===== config.mk =====
export PLATFORM = sky130hd
export DESIGN_NAME = nal_keyframe_detector
export DESIGN_NICKNAME = d
export VERILOG_FILES = /design/src/rtl/core/nkd_pkg.sv /design/src/rtl/core/nkd_cfg.sv /design/src/rtl/core/nkd_scan.sv /design/src/rtl/core/nal_keyframe_detector.sv
export SDC_FILE = /design/constraint.sdc
export NUM_CORES = 1
export LEC_CHECK = 0
export ABC_CLOCK_PERIOD_IN_PS = 3930
export BUFFER_PORTS_ARGS = -buffer_cell sky130_fd_sc_hd__buf_2
export CORE_ASPECT_RATIO = 0.5
export CORE_MARGIN = 2
export CORE_UTILIZATION = 55
export DETAILED_ROUTE_END_ITERATION = 6
export PLACE_DENSITY = 0.87
export SETUP_SLACK_MARGIN = 0.02
export SYNTH_ARGS = -nofsm -noshare
export SYNTH_HDL_FRONTEND = slang
export SYNTH_SLANG_ARGS = --single-unit

===== constraint.sdc =====
create_clock -name clk -period 3.93 [get_ports clk]
set_input_delay 0.393 -clock clk [delete_from_list [all_inputs] [get_ports clk]]
set_output_delay 0.393 -clock clk [all_outputs]
set_load 0.05 [all_outputs]

===== src/rtl/core/nkd_pkg.sv =====
// Package: shared types, codes and header classification for the NAL keyframe detector.
`timescale 1ns / 1ps

package nkd_pkg;

	typedef struct packed {
		logic [7:0] data_byte;
		logic       last_byte;
	} in_item_t;

	typedef struct packed {
		logic is_keyframe;
		logic framing;
	} out_item_t;

	typedef enum logic [1:0] {
		PM_OPEN  = 2'd0,
		PM_THREE = 2'd1,
		PM_FAIL  = 2'd2,
		PM_YES   = 2'd3
	} prefix_t;

	typedef enum logic [1:0] {
		PH_LEN  = 2'd0,
		PH_BODY = 2'd1,
		PH_STOP = 2'd2
	} phase_t;

	localparam logic       CODEC_H264 = 1'b0;
	localparam logic       CODEC_H265 = 1'b1;
	localparam logic       REG_CODEC_MODE = 1'b0;
	localparam logic [2:0] POS_SAT = 3'd4;
	localparam logic [1:0] ZRUN_SAT = 2'd2;
	localparam logic [7:0] BYTE_ZERO = 8'h00;
	localparam logic [7:0] BYTE_ONE = 8'h01;
	localparam logic [4:0] H264_IDR = 5'd5;
	localparam logic [4:0] H264_SPS = 5'd7;
	localparam logic [5:0] H265_IRAP_LO = 6'd16;
	localparam logic [5:0] H265_IRAP_HI = 6'd21;
	localparam logic [5:0] H265_VPS = 6'd32;
	localparam logic [5:0] H265_SPS = 6'd33;

	function automatic logic is_key_header(input logic [7:0] b, input logic mode);
		logic [5:0] t265;
		logic [4:0] t264;
		t265 = b[6:1];
		t264 = b[4:0];
		if (mode == CODEC_H265) begin
			return ((t265 >= H265_IRAP_LO) && (t265 <= H265_IRAP_HI)) ||
				(t265 == H265_VPS) || (t265 == H265_SPS);
		end
		return (t264 == H264_IDR) || (t264 == H264_SPS);
	endfunction

endpackage


===== src/rtl/core/nkd_cfg.sv =====
// Module: APB-style configuration register holding the codec mode.
`timescale 1ns / 1ps

module nkd_cfg (
	input  logic        clk,
	input  logic        arst_n,
	input  logic        psel,
	input  logic        penable,
	input  logic        pwrite,
	input  logic [2:0]  paddr,
	input  logic [31:0] pwdata,
	output logic [31:0] prdata,
	output logic        pready,
	output logic        codec_mode
);

	logic codec_mode_q;
	logic hit;

	assign hit = (paddr[2] == nkd_pkg::REG_CODEC_MODE) && (paddr[1:0] == 2'd0);
	assign pready = 1'b1;

	always_ff @(posedge clk or negedge arst_n) begin
		if (!arst_n) begin
			codec_mode_q <= nkd_pkg::CODEC_H264;
		end else if (psel && penable && pwrite && hit) begin
			codec_mode_q <= pwdata[0];
		end
	end

	assign prdata = hit ? {31'd0, codec_mode_q} : 32'd0;
	assign codec_mode = codec_mode_q;

endmodule


===== src/rtl/core/nkd_scan.sv =====
// Module: per-byte scanner state for start-code and length-prefixed framing.
`timescale 1ns / 1ps

module nkd_scan (
	input  logic                  clk,
	input  logic                  arst_n,
	input  logic                  step,
	input  nkd_pkg::in_item_t     item,
	input  logic                  codec_mode,
	output nkd_pkg::out_item_t    result
);

	logic [2:0]       pos_q, pos_d;
	nkd_pkg::prefix_t pm_q, pm_d;
	logic [1:0]       zrun_q, zrun_d;
	logic             hdr_next_q, hdr_next_d;
	logic             sc_key_q, sc_key_d;
	nkd_pkg::phase_t  phase_q, phase_d;
	logic [1:0]       lcnt_q, lcnt_d;
	logic [31:0]      accum_q, accum_d;
	logic [31:0]      remain_q, remain_d;
	logic             pend_q, pend_d;
	logic             len_key_q, len_key_d;

	logic [7:0]  b;
	logic        key;
	logic [31:0] shifted;
	logic [31:0] remain_dec;
	logic        pend_body;

	always_comb begin
		b = item.data_byte;
		key = nkd_pkg::is_key_header(b, codec_mode);
		shifted = {accum_q[23:0], b};
		remain_dec = remain_q - 32'd1;
		pend_body = pend_q || ((remain_q == accum_q) && key);

		pos_d = (pos_q < nkd_pkg::POS_SAT) ? pos_q + 3'd1 : pos_q;
		pm_d = pm_q;
		case (pos_q)
			3'd0, 3'd1: begin
				if (b != nkd_pkg::BYTE_ZERO) pm_d = nkd_pkg::PM_FAIL;
			end
			3'd2: begin
				if (pm_q == nkd_pkg::PM_OPEN) begin
					if (b == nkd_pkg::BYTE_ONE) pm_d = nkd_pkg::PM_THREE;
					else if (b != nkd_pkg::BYTE_ZERO) pm_d = nkd_pkg::PM_FAIL;
				end
			end
			3'd3: begin
				if (pm_q == nkd_pkg::PM_THREE) pm_d = nkd_pkg::PM_YES;
				else if (pm_q == nkd_pkg::PM_OPEN)
					pm_d = (b == nkd_pkg::BYTE_ONE) ? nkd_pkg::PM_YES : nkd_pkg::PM_FAIL;
			end
			default: begin
				pm_d = pm_q;
			end
		endcase

		sc_key_d = sc_key_q || (hdr_next_q && key);
		hdr_next_d = 1'b0;
		if (b == nkd_pkg::BYTE_ZERO) begin
			zrun_d = (zrun_q < nkd_pkg::ZRUN_SAT) ? zrun_q + 2'd1 : zrun_q;
		end else begin
			hdr_next_d = (b == nkd_pkg::BYTE_ONE) && (zrun_q >= nkd_pkg::ZRUN_SAT);
			zrun_d = 2'd0;
		end

		phase_d = phase_q;
		lcnt_d = lcnt_q;
		accum_d = accum_q;
		remain_d = remain_q;
		pend_d = pend_q;
		len_key_d = len_key_q;
		case (phase_q)
			nkd_pkg::PH_LEN: begin
				accum_d = shifted;
				if (lcnt_q == 2'd3) begin
					lcnt_d = 2'd0;
					if (shifted == 32'd0) begin
						phase_d = nkd_pkg::PH_STOP;
					end else begin
						remain_d = shifted;
						pend_d = 1'b0;
						phase_d = nkd_pkg::PH_BODY;
					end
				end else begin
					lcnt_d = lcnt_q + 2'd1;
				end
			end
			nkd_pkg::PH_BODY: begin
				remain_d = remain_dec;
				pend_d = pend_body;
				if (remain_dec == 32'd0) begin
					len_key_d = len_key_q || pend_body;
					pend_d = 1'b0;
					accum_d = 32'd0;
					phase_d = nkd_pkg::PH_LEN;
				end
			end
			default: begin
				phase_d = phase_q;
			end
		endcase

		result.framing = (pm_d != nkd_pkg::PM_YES);
		result.is_keyframe = (pm_d == nkd_pkg::PM_YES) ? sc_key_d : len_key_d;
	end

	always_ff @(posedge clk or negedge arst_n) begin
		if (!arst_n) begin
			pos_q <= 3'd0;
			pm_q <= nkd_pkg::PM_OPEN;
			zrun_q <= 2'd0;
			hdr_next_q <= 1'b0;
			sc_key_q <= 1'b0;
			phase_q <= nkd_pkg::PH_LEN;
			lcnt_q <= 2'd0;
			accum_q <= 32'd0;
			remain_q <= 32'd0;
			pend_q <= 1'b0;
			len_key_q <= 1'b0;
		end else if (step) begin
			if (item.last_byte) begin
				pos_q <= 3'd0;
				pm_q <= nkd_pkg::PM_OPEN;
				zrun_q <= 2'd0;
				hdr_next_q <= 1'b0;
				sc_key_q <= 1'b0;
				phase_q <= nkd_pkg::PH_LEN;
				lcnt_q <= 2'd0;
				accum_q <= 32'd0;
				remain_q <= 32'd0;
				pend_q <= 1'b0;
				len_key_q <= 1'b0;
			end else begin
				pos_q <= pos_d;
				pm_q <= pm_d;
				zrun_q <= zrun_d;
				hdr_next_q <= hdr_next_d;
				sc_key_q <= sc_key_d;
				phase_q <= phase_d;
				lcnt_q <= lcnt_d;
				accum_q <= accum_d;
				remain_q <= remain_d;
				pend_q <= pend_d;
				len_key_q <= len_key_d;
			end
		end
	end

endmodule


===== src/rtl/core/nal_keyframe_detector.sv =====
// Top level: NAL keyframe detector with input register, byte scanner and result register.
//
//   channel | direction | handshake            | payload
//   src     | in        | src_valid/src_stall  | src_data  (data_byte, last_byte)
//   dst     | out       | dst_valid/dst_stall  | dst_data  (is_keyframe, framing)
//   cfg     | in        | psel/penable/pwrite  | paddr, pwdata, prdata
//
// One byte per cycle sustained while the input is not stalled; a byte is scanned from the input register.
// A result is presented from the result register once the packet's last byte has been scanned.
// The input register holds only a last byte that meets a stalled, waiting result.
// Reset clears the scanner, the codec mode and both valid flags.
`timescale 1ns / 1ps

module nal_keyframe_detector (
	input  logic                clk,
	input  logic                arst_n,
	input  logic                src_valid,
	output logic                src_stall,
	input  nkd_pkg::in_item_t   src_data,
	output logic                dst_valid,
	input  logic                dst_stall,
	output nkd_pkg::out_item_t  dst_data,
	input  logic                psel,
	input  logic                penable,
	input  logic                pwrite,
	input  logic [2:0]          paddr,
	input  logic [31:0]         pwdata,
	output logic [31:0]         prdata,
	output logic                pready
);

	logic               valid_s1;
	nkd_pkg::in_item_t  item_s1;
	logic               advance;
	logic               codec_mode;
	nkd_pkg::out_item_t result;
	logic               res_valid_q;
	nkd_pkg::out_item_t res_q;

	nkd_cfg u_cfg (
		.clk        (clk),
		.arst_n     (arst_n),
		.psel       (psel),
		.penable    (penable),
		.pwrite     (pwrite),
		.paddr      (paddr),
		.pwdata     (pwdata),
		.prdata     (prdata),
		.pready     (pready),
		.codec_mode (codec_mode)
	);

	nkd_scan u_scan (
		.clk        (clk),
		.arst_n     (arst_n),
		.step       (advance),
		.item       (item_s1),
		.codec_mode (codec_mode),
		.result     (result)
	);

	assign advance = valid_s1 && (!item_s1.last_byte || !res_valid_q || !dst_stall);
	assign src_stall = valid_s1 && !advance;

	always_ff @(posedge clk or negedge arst_n) begin
		if (!arst_n) begin
			valid_s1 <= 1'b0;
		end else if (!src_stall) begin
			valid_s1 <= src_valid;
		end
	end

	always_ff @(posedge clk) begin
		if (src_valid && !src_stall) item_s1 <= src_data;
	end

	always_ff @(posedge clk or negedge arst_n) begin
		if (!arst_n) begin
			res_valid_q <= 1'b0;
		end else if (advance && item_s1.last_byte) begin
			res_valid_q <= 1'b1;
		end else if (!dst_stall) begin
			res_valid_q <= 1'b0;
		end
	end

	always_ff @(posedge clk) begin
		if (advance && item_s1.last_byte) res_q <= result;
	end

	assign dst_valid = res_valid_q;
	assign dst_data = res_q;

	a_stall_needs_item: assert property (@(posedge clk) disable iff (!arst_n)
		src_stall |-> valid_s1 && item_s1.last_byte && res_valid_q)
		else $error("input stalled without a blocked last byte");

	a_result_from_last: assert property (@(posedge clk) disable iff (!arst_n)
		(advance && item_s1.last_byte) |=> dst_valid)
		else $error("last byte scanned but no result presented");

	a_no_overwrite: assert property (@(posedge clk) disable iff (!arst_n)
		(dst_valid && dst_stall) |-> !(advance && item_s1.last_byte))
		else $error("pending result overwritten");

	a_result_source: assert property (@(posedge clk) disable iff (!arst_n)
		$rose(dst_valid) |-> $past(advance && item_s1.last_byte))
		else $error("result appeared without a scanned last byte");

endmodule


# After elaboration in Yosys (flattened, before gate mapping)
# Cells that the tools add are included.
word_totals:
  reg_bits: 93
  input_bits: 51
  out_inout_bits: 37
  word_cells: 136
classes:
  n_addsub: 4
  order_cmp: 5
  n_eq_ne: 19
  mux: 46
  bitwise: 1
  reduce_logical: 43
op_table:
  columns: ["op", "count"]
  rows:
  - ["$mux W32", 5]
  - ["$pmux W32 S2", 2]
  - ["$logic_not A32 Y1", 2]
  - ["$eq A32 B32 Y1", 1]
  - ["$mux W2", 16]
  - ["$sub A32 B1 Y32 const B", 1]
  - ["$mux W1", 18]
  - ["$eq A6 B6 Y1 const B", 2]
  - ["$logic_and A1 B1 Y1", 12]
  - ["$eq A5 B3 Y1 const B", 2]
  - ["$eq A8 B1 Y1 const B", 1]
  - ["$logic_not A8 Y1", 1]
  - ["$logic_or A1 B1 Y1", 8]
  - ["$reduce_and A4 Y1", 2]
  - ["$reduce_bool A8 Y1", 1]
  - ["$eq A3 B2 Y1 const B", 2]
  - ["$ge A6 B5 Y1 const B", 1]
  - ["$le A6 B5 Y1 const B", 1]
  - ["$logic_not A2 Y1", 3]
  - ["$mux W3", 2]
  - ["$ne A3 B2 Y1 const B", 2]
  - ["$ne A3 B3 Y1 const B", 2]
  - ["$pmux W2 S3", 1]
  - ["$reduce_and A2 Y1", 3]
  - ["19 further kinds", 27]

# Depth between registers and ports, before layout
depth:
  depth_word: 12
  depth_mapped: 12
  mapped_depth_nobuf: 10

# Cells and area by module
# A second synthesis with hierarchy kept.
unflattened:
  hier_cells: 836
  area_unflattened_um2: 6882.9
modules_own_cells:
  columns: ["mod", "n_inst", "cells_each", "area_each_um2", "seq_area_each_um2"]
  rows:
  - ["nkd_scan", 1, 774, 6139.6, 1976.9]
  - ["nal_keyframe_detector", 1, 23, 435.4, 380.4]
  - ["nkd_cfg", 1, 39, 307.8, 25.0]

# Worst setup path before layout
# No wires, ideal clock.
synth_timing:
  kind: "flip-flop to flip-flop"
  from: "register u_scan.remain_q[0]"
  to: "register u_scan.accum_q[2]"
  setup_time_ps: 121
  arrival_time_ps: 3359
  t_required_ps: 3809
  path_slack_ps: 450
  path_stages_with_launch: 12
  path_buffers: 1
  synth_period_minus_slack_ps: 3480
  cell_sequence: "dfrtp_1 > inv_1 > ha_1 > nor3b_1 > nand4_1 > nor3_1 > xor2_1 > or4_1 > nor4_4 > o221ai_2 > buf_6 > a22o_1"
synth_via:
  elab_chain_cells: 4
synth_lines:
  columns: ["element", "line", "rtl"]
  rows:
  - ["start, declared", "nkd_scan.sv:21", "logic [31:0] remain_q, remain_d;"]
  - ["start signal, assigned", "nkd_scan.sv:145", "remain_q <= remain_d;"]
  - ["$sub A32 B1 Y32", "nkd_scan.sv:35", "remain_dec = remain_q - 32'd1;"]
  - ["$logic_not A32 Y1", "nkd_scan.sv:94", "if (remain_dec == 32'd0) begin"]
  - ["$ne A3 B2 Y1 (no line)", null, null]
  - ["$reduce_and A3 Y1 (no line)", null, null]
  - ["end signal, assigned", "nkd_scan.sv:144", "accum_q <= accum_d;"]
  - ["end, declared", "nkd_scan.sv:20", "logic [31:0] accum_q, accum_d;"]
# No other way between the ends.
# A chain may end at the register's enable or synchronous reset.

# Worst setup path after layout
layout_timing:
  from: "register u_scan.remain_q[0]"
  to: "register u_scan.accum_q[24]"
# Same word-level chain as after synthesis.

==> metrics <==
top_reg_cell synth dfrtp_1; most frequent cells in the layout dfrtp_1 (82), a21oi_1 (56), o21ai_0 (56); synthesized area 5760 sq um; clock-pin slew on the worst setup and hold paths 0.07 ns; worst-path cell chain inv_1 -> ha_1 -> or3b_2 -> nor3_1 -> buf_4 -> mux2i_1 -> nand4_1 -> or4_1 -> nor4_4 -> o221ai_2 -> buf_4 -> a22o_1; Mapped Cells 643; Post-CTS Hold Fix Bufs 0; Yosys reg bits 93; min cycle time layout 3.70 ns; nets 713; kind of end point of the critical path flip-flop; sequential area share after synthesis 41.4%; Post-synth EDFFs 11; critical path class flip-flop to flip-flop; Crit path max-delay family simple AND/OR/NAND/NOR gates; worst hold path type primary input to async pin; post-synthesis to final-layout area growth 7.30%; # fillers 802; final global-route overflow total 0; Total Routed Length 15.6 mm; most common cell after layout, fill and taps aside dfrtp_1; GP Congestion 0.997; via density per instance 6.41; CP arrival 3.94 ns; Core Region 10200 sq um; DP Wirelength 10.9 mm; Top cell by count, worst path buf_4; Final Setup Violations 0; CTS tree done; slowest stage delay, CP 0.58 ns; initial antenna violation count 0; final count of hold timing violations 0; CP Launch Type flip-flop; Total GRT Usage 28.6%; count of cell types in the netlist 59; Worst-Margin Slew 1.20 ns; post-route cell area 6180 sq um; # IOs 88; CTS Buf Count 9; Starting DRT DRC Count 659; RSZ-0062 raised after global routing false; diode count 0; Setup Skew 0.00739 ns; post-route ant nets 0; DIE HEIGHT 76.4 um; post-route worst setup slack 0.227 ns; Post-route DRC 0; power per cell area 760 nW/um^2; dpl ws 0.310 ns; Clk Latency, worst-skew pair 0.35 ns; fmax 0.270 GHz; # resized after CTS 0; Initial Util 56.5%; fin crit share 94.2%; WL/cell 19.5 um; TritonRoute pass-1 iters 5; asr flop ratio synth 88.2%; Leak 0.00264 uW; die area 11400 sq um; largest net degree at the start of global routing 83; worst vdd ir 0.458 mV; placement-stage cell area 5870 sq um; H-tree levels 3; first-pass GRT wire length 25.3 mm; I/O Buffers 24; CTS root buf clkbuf_16; Slew Limit Fails 0; share of cells above drive strength 1 11.4%; clock buffer depth 2; syn avg cell area 8.95 sq um; Rows 26; number of global-route vias before repair 4731; DIE WIDTH 149 um; outcome finished, final reports clean; Syn. warnings 0; Slew headroom 19.9%; slowest cell on the critical path or4_1; Clock Sinks 93; setup TNS 0 ns; CP Buf/Inv Count 3; worst path required time 4.16 ns; max_cap viols 0; postcts setup bufs 0; worst-path fanout max 24; DR vias 5116
==> cell type report <==
class | count | area [sq um] | share of cell area, %
multi-input cells | 483 | 2970 | 48.1
flip-flops and latches | 93 | 2380 | 38.6
clock buffers | 12 | 268 | 4.33
repair buffers | 43 | 265 | 4.29
well taps | 140 | 175 | 2.84
inverters | 23 | 86.3 | 1.40
clock inverters | 4 | 28.8 | 0.466
==> power by group <==
part	internal (uW)	switching, uW
logic	901	1430
clock network	486	370
registers	1160	348
==> Yosys cell counts (all sizes together) (2+ instances only) <==
| library cell | count | share of area (%) |
|---|---|---|
| a211oi | 2 | 0.26 |
| a21boi | 2 | 0.33 |
| a21oi | 56 | 4.9 |
| a22o | 35 | 5.3 |
| a22oi | 4 | 0.52 |
| a31oi | 3 | 0.33 |
| and2 | 3 | 0.33 |
| and3 | 8 | 0.87 |
| buf | 42 | 5.6 |
| clkbuf | 32 | 2.1 |
| conb | 2 | 0.13 |
| dfrtp | 82 | 36 |
| edfxtp | 11 | 5.7 |
| ha | 9 | 2.0 |
| inv | 23 | 1.5 |
| mux2i | 5 | 0.87 |
| nand2 | 26 | 1.7 |
| nand2b | 7 | 0.76 |
| nand3 | 12 | 1.0 |
| nand3b | 2 | 0.26 |
| nand4 | 18 | 2.0 |
| nor2 | 51 | 3.3 |
| nor2b | 4 | 0.43 |
| nor3 | 25 | 2.2 |
| nor3b | 2 | 0.26 |
| nor4 | 29 | 3.5 |
| nor4b | 2 | 0.30 |
| o21a | 2 | 0.26 |
| o21ai | 57 | 5.0 |
| o221ai | 2 | 0.41 |
| o22ai | 9 | 0.98 |
| o31ai | 2 | 0.26 |
| or2 | 2 | 0.22 |
| or3 | 7 | 0.76 |
| or3b | 3 | 0.46 |
| or4 | 9 | 1.3 |
| or4b | 2 | 0.35 |
| xnor2 | 40 | 6.1 |
==> path summary, 6_finish.rpt <==
| kind | slack (ns) | depth (start not counted) | to | start |
|---|---|---|---|---|
| max in group asynchronous | 3.02 | 1 | u_scan.accum_q[28] | arst_n |
| hold / removal | 0.20 | 1 | u_scan.remain_q[7] | arst_n |
| hold reg to reg | 0.51 | 2 | u_scan.hdr_next_q | u_scan.hdr_next_q |
| setup / recovery | 0.23 | 12 | u_scan.accum_q[24] | u_scan.remain_q[0] |
| setup reg to reg | 0.23 | 12 | u_scan.accum_q[24] | u_scan.remain_q[0] |
| min in group clk | 0.22 | 1 | item_s1[6] | src_data[6] |
==> worst register-to-register path: stages, from the launching register on <==
cell      delay [ns]
dfrtp_1         0.48
inv_1           0.10
ha_1            0.25
or3b_2          0.53
nor3_1          0.17
buf_4           0.17
mux2i_1         0.20
nand4_1         0.10
or4_1           0.58
nor4_4          0.33
o221ai_2        0.17
buf_4           0.25
a22o_1          0.27
==> metrics by stage <==
stage | power [uW] | cells | hold slack, ns | util [%]
2_1_floorplan | 3140 | 673 | 0.0974 | -
6_report | 4700 | 798 | 0.202 | 60.7
3_5_place_dp | 3740 | 782 | 0.481 | 57.7
5_1_grt | 4960 | 798 | 0.214 | 60.7
3_3_place_gp | 3710 | 782 | 0.466 | 57.7
4_1_cts | 4610 | 798 | 0.214 | 60.6
==> metal layers <==
metal	GRT usage [%]	wire, um	vias to the layer above
li1	-	-	2306
met1	40.2	6380	2420
met4	10.6	442	0
met5	0	0	-
met2	43.6	6900	343
met3	6.71	1850	47
==> state kept, by name (all words and copies together) (netlist names), 2 cells and up <==
signal,count
item_s1,9
u_scan.pm_q,2
u_scan.remain_q,32
dst_data,2
u_scan.lcnt_q,2
u_scan.zrun_q,2
u_scan.phase_q,2
u_scan.accum_q,32
u_scan.pos_q,3
==> logic make-up (layout without fill, tap and decap cells) <==
kind of cell	Yosys count	in the layout	share of synthesized area (%)
AOI/OAI and AO/OA	181	181	19.6
and+or+nand+nor	214	214	20.4
adders and majority gates	9	9	1.96
muxes	6	6	1.06
other	2	32	0.130
buffers and inverters	97	82	9.26
xor gates and xnor gates	41	41	6.24
DFF	93	93	41.4
Note: power is estimated with default switching activity, not from simulation.
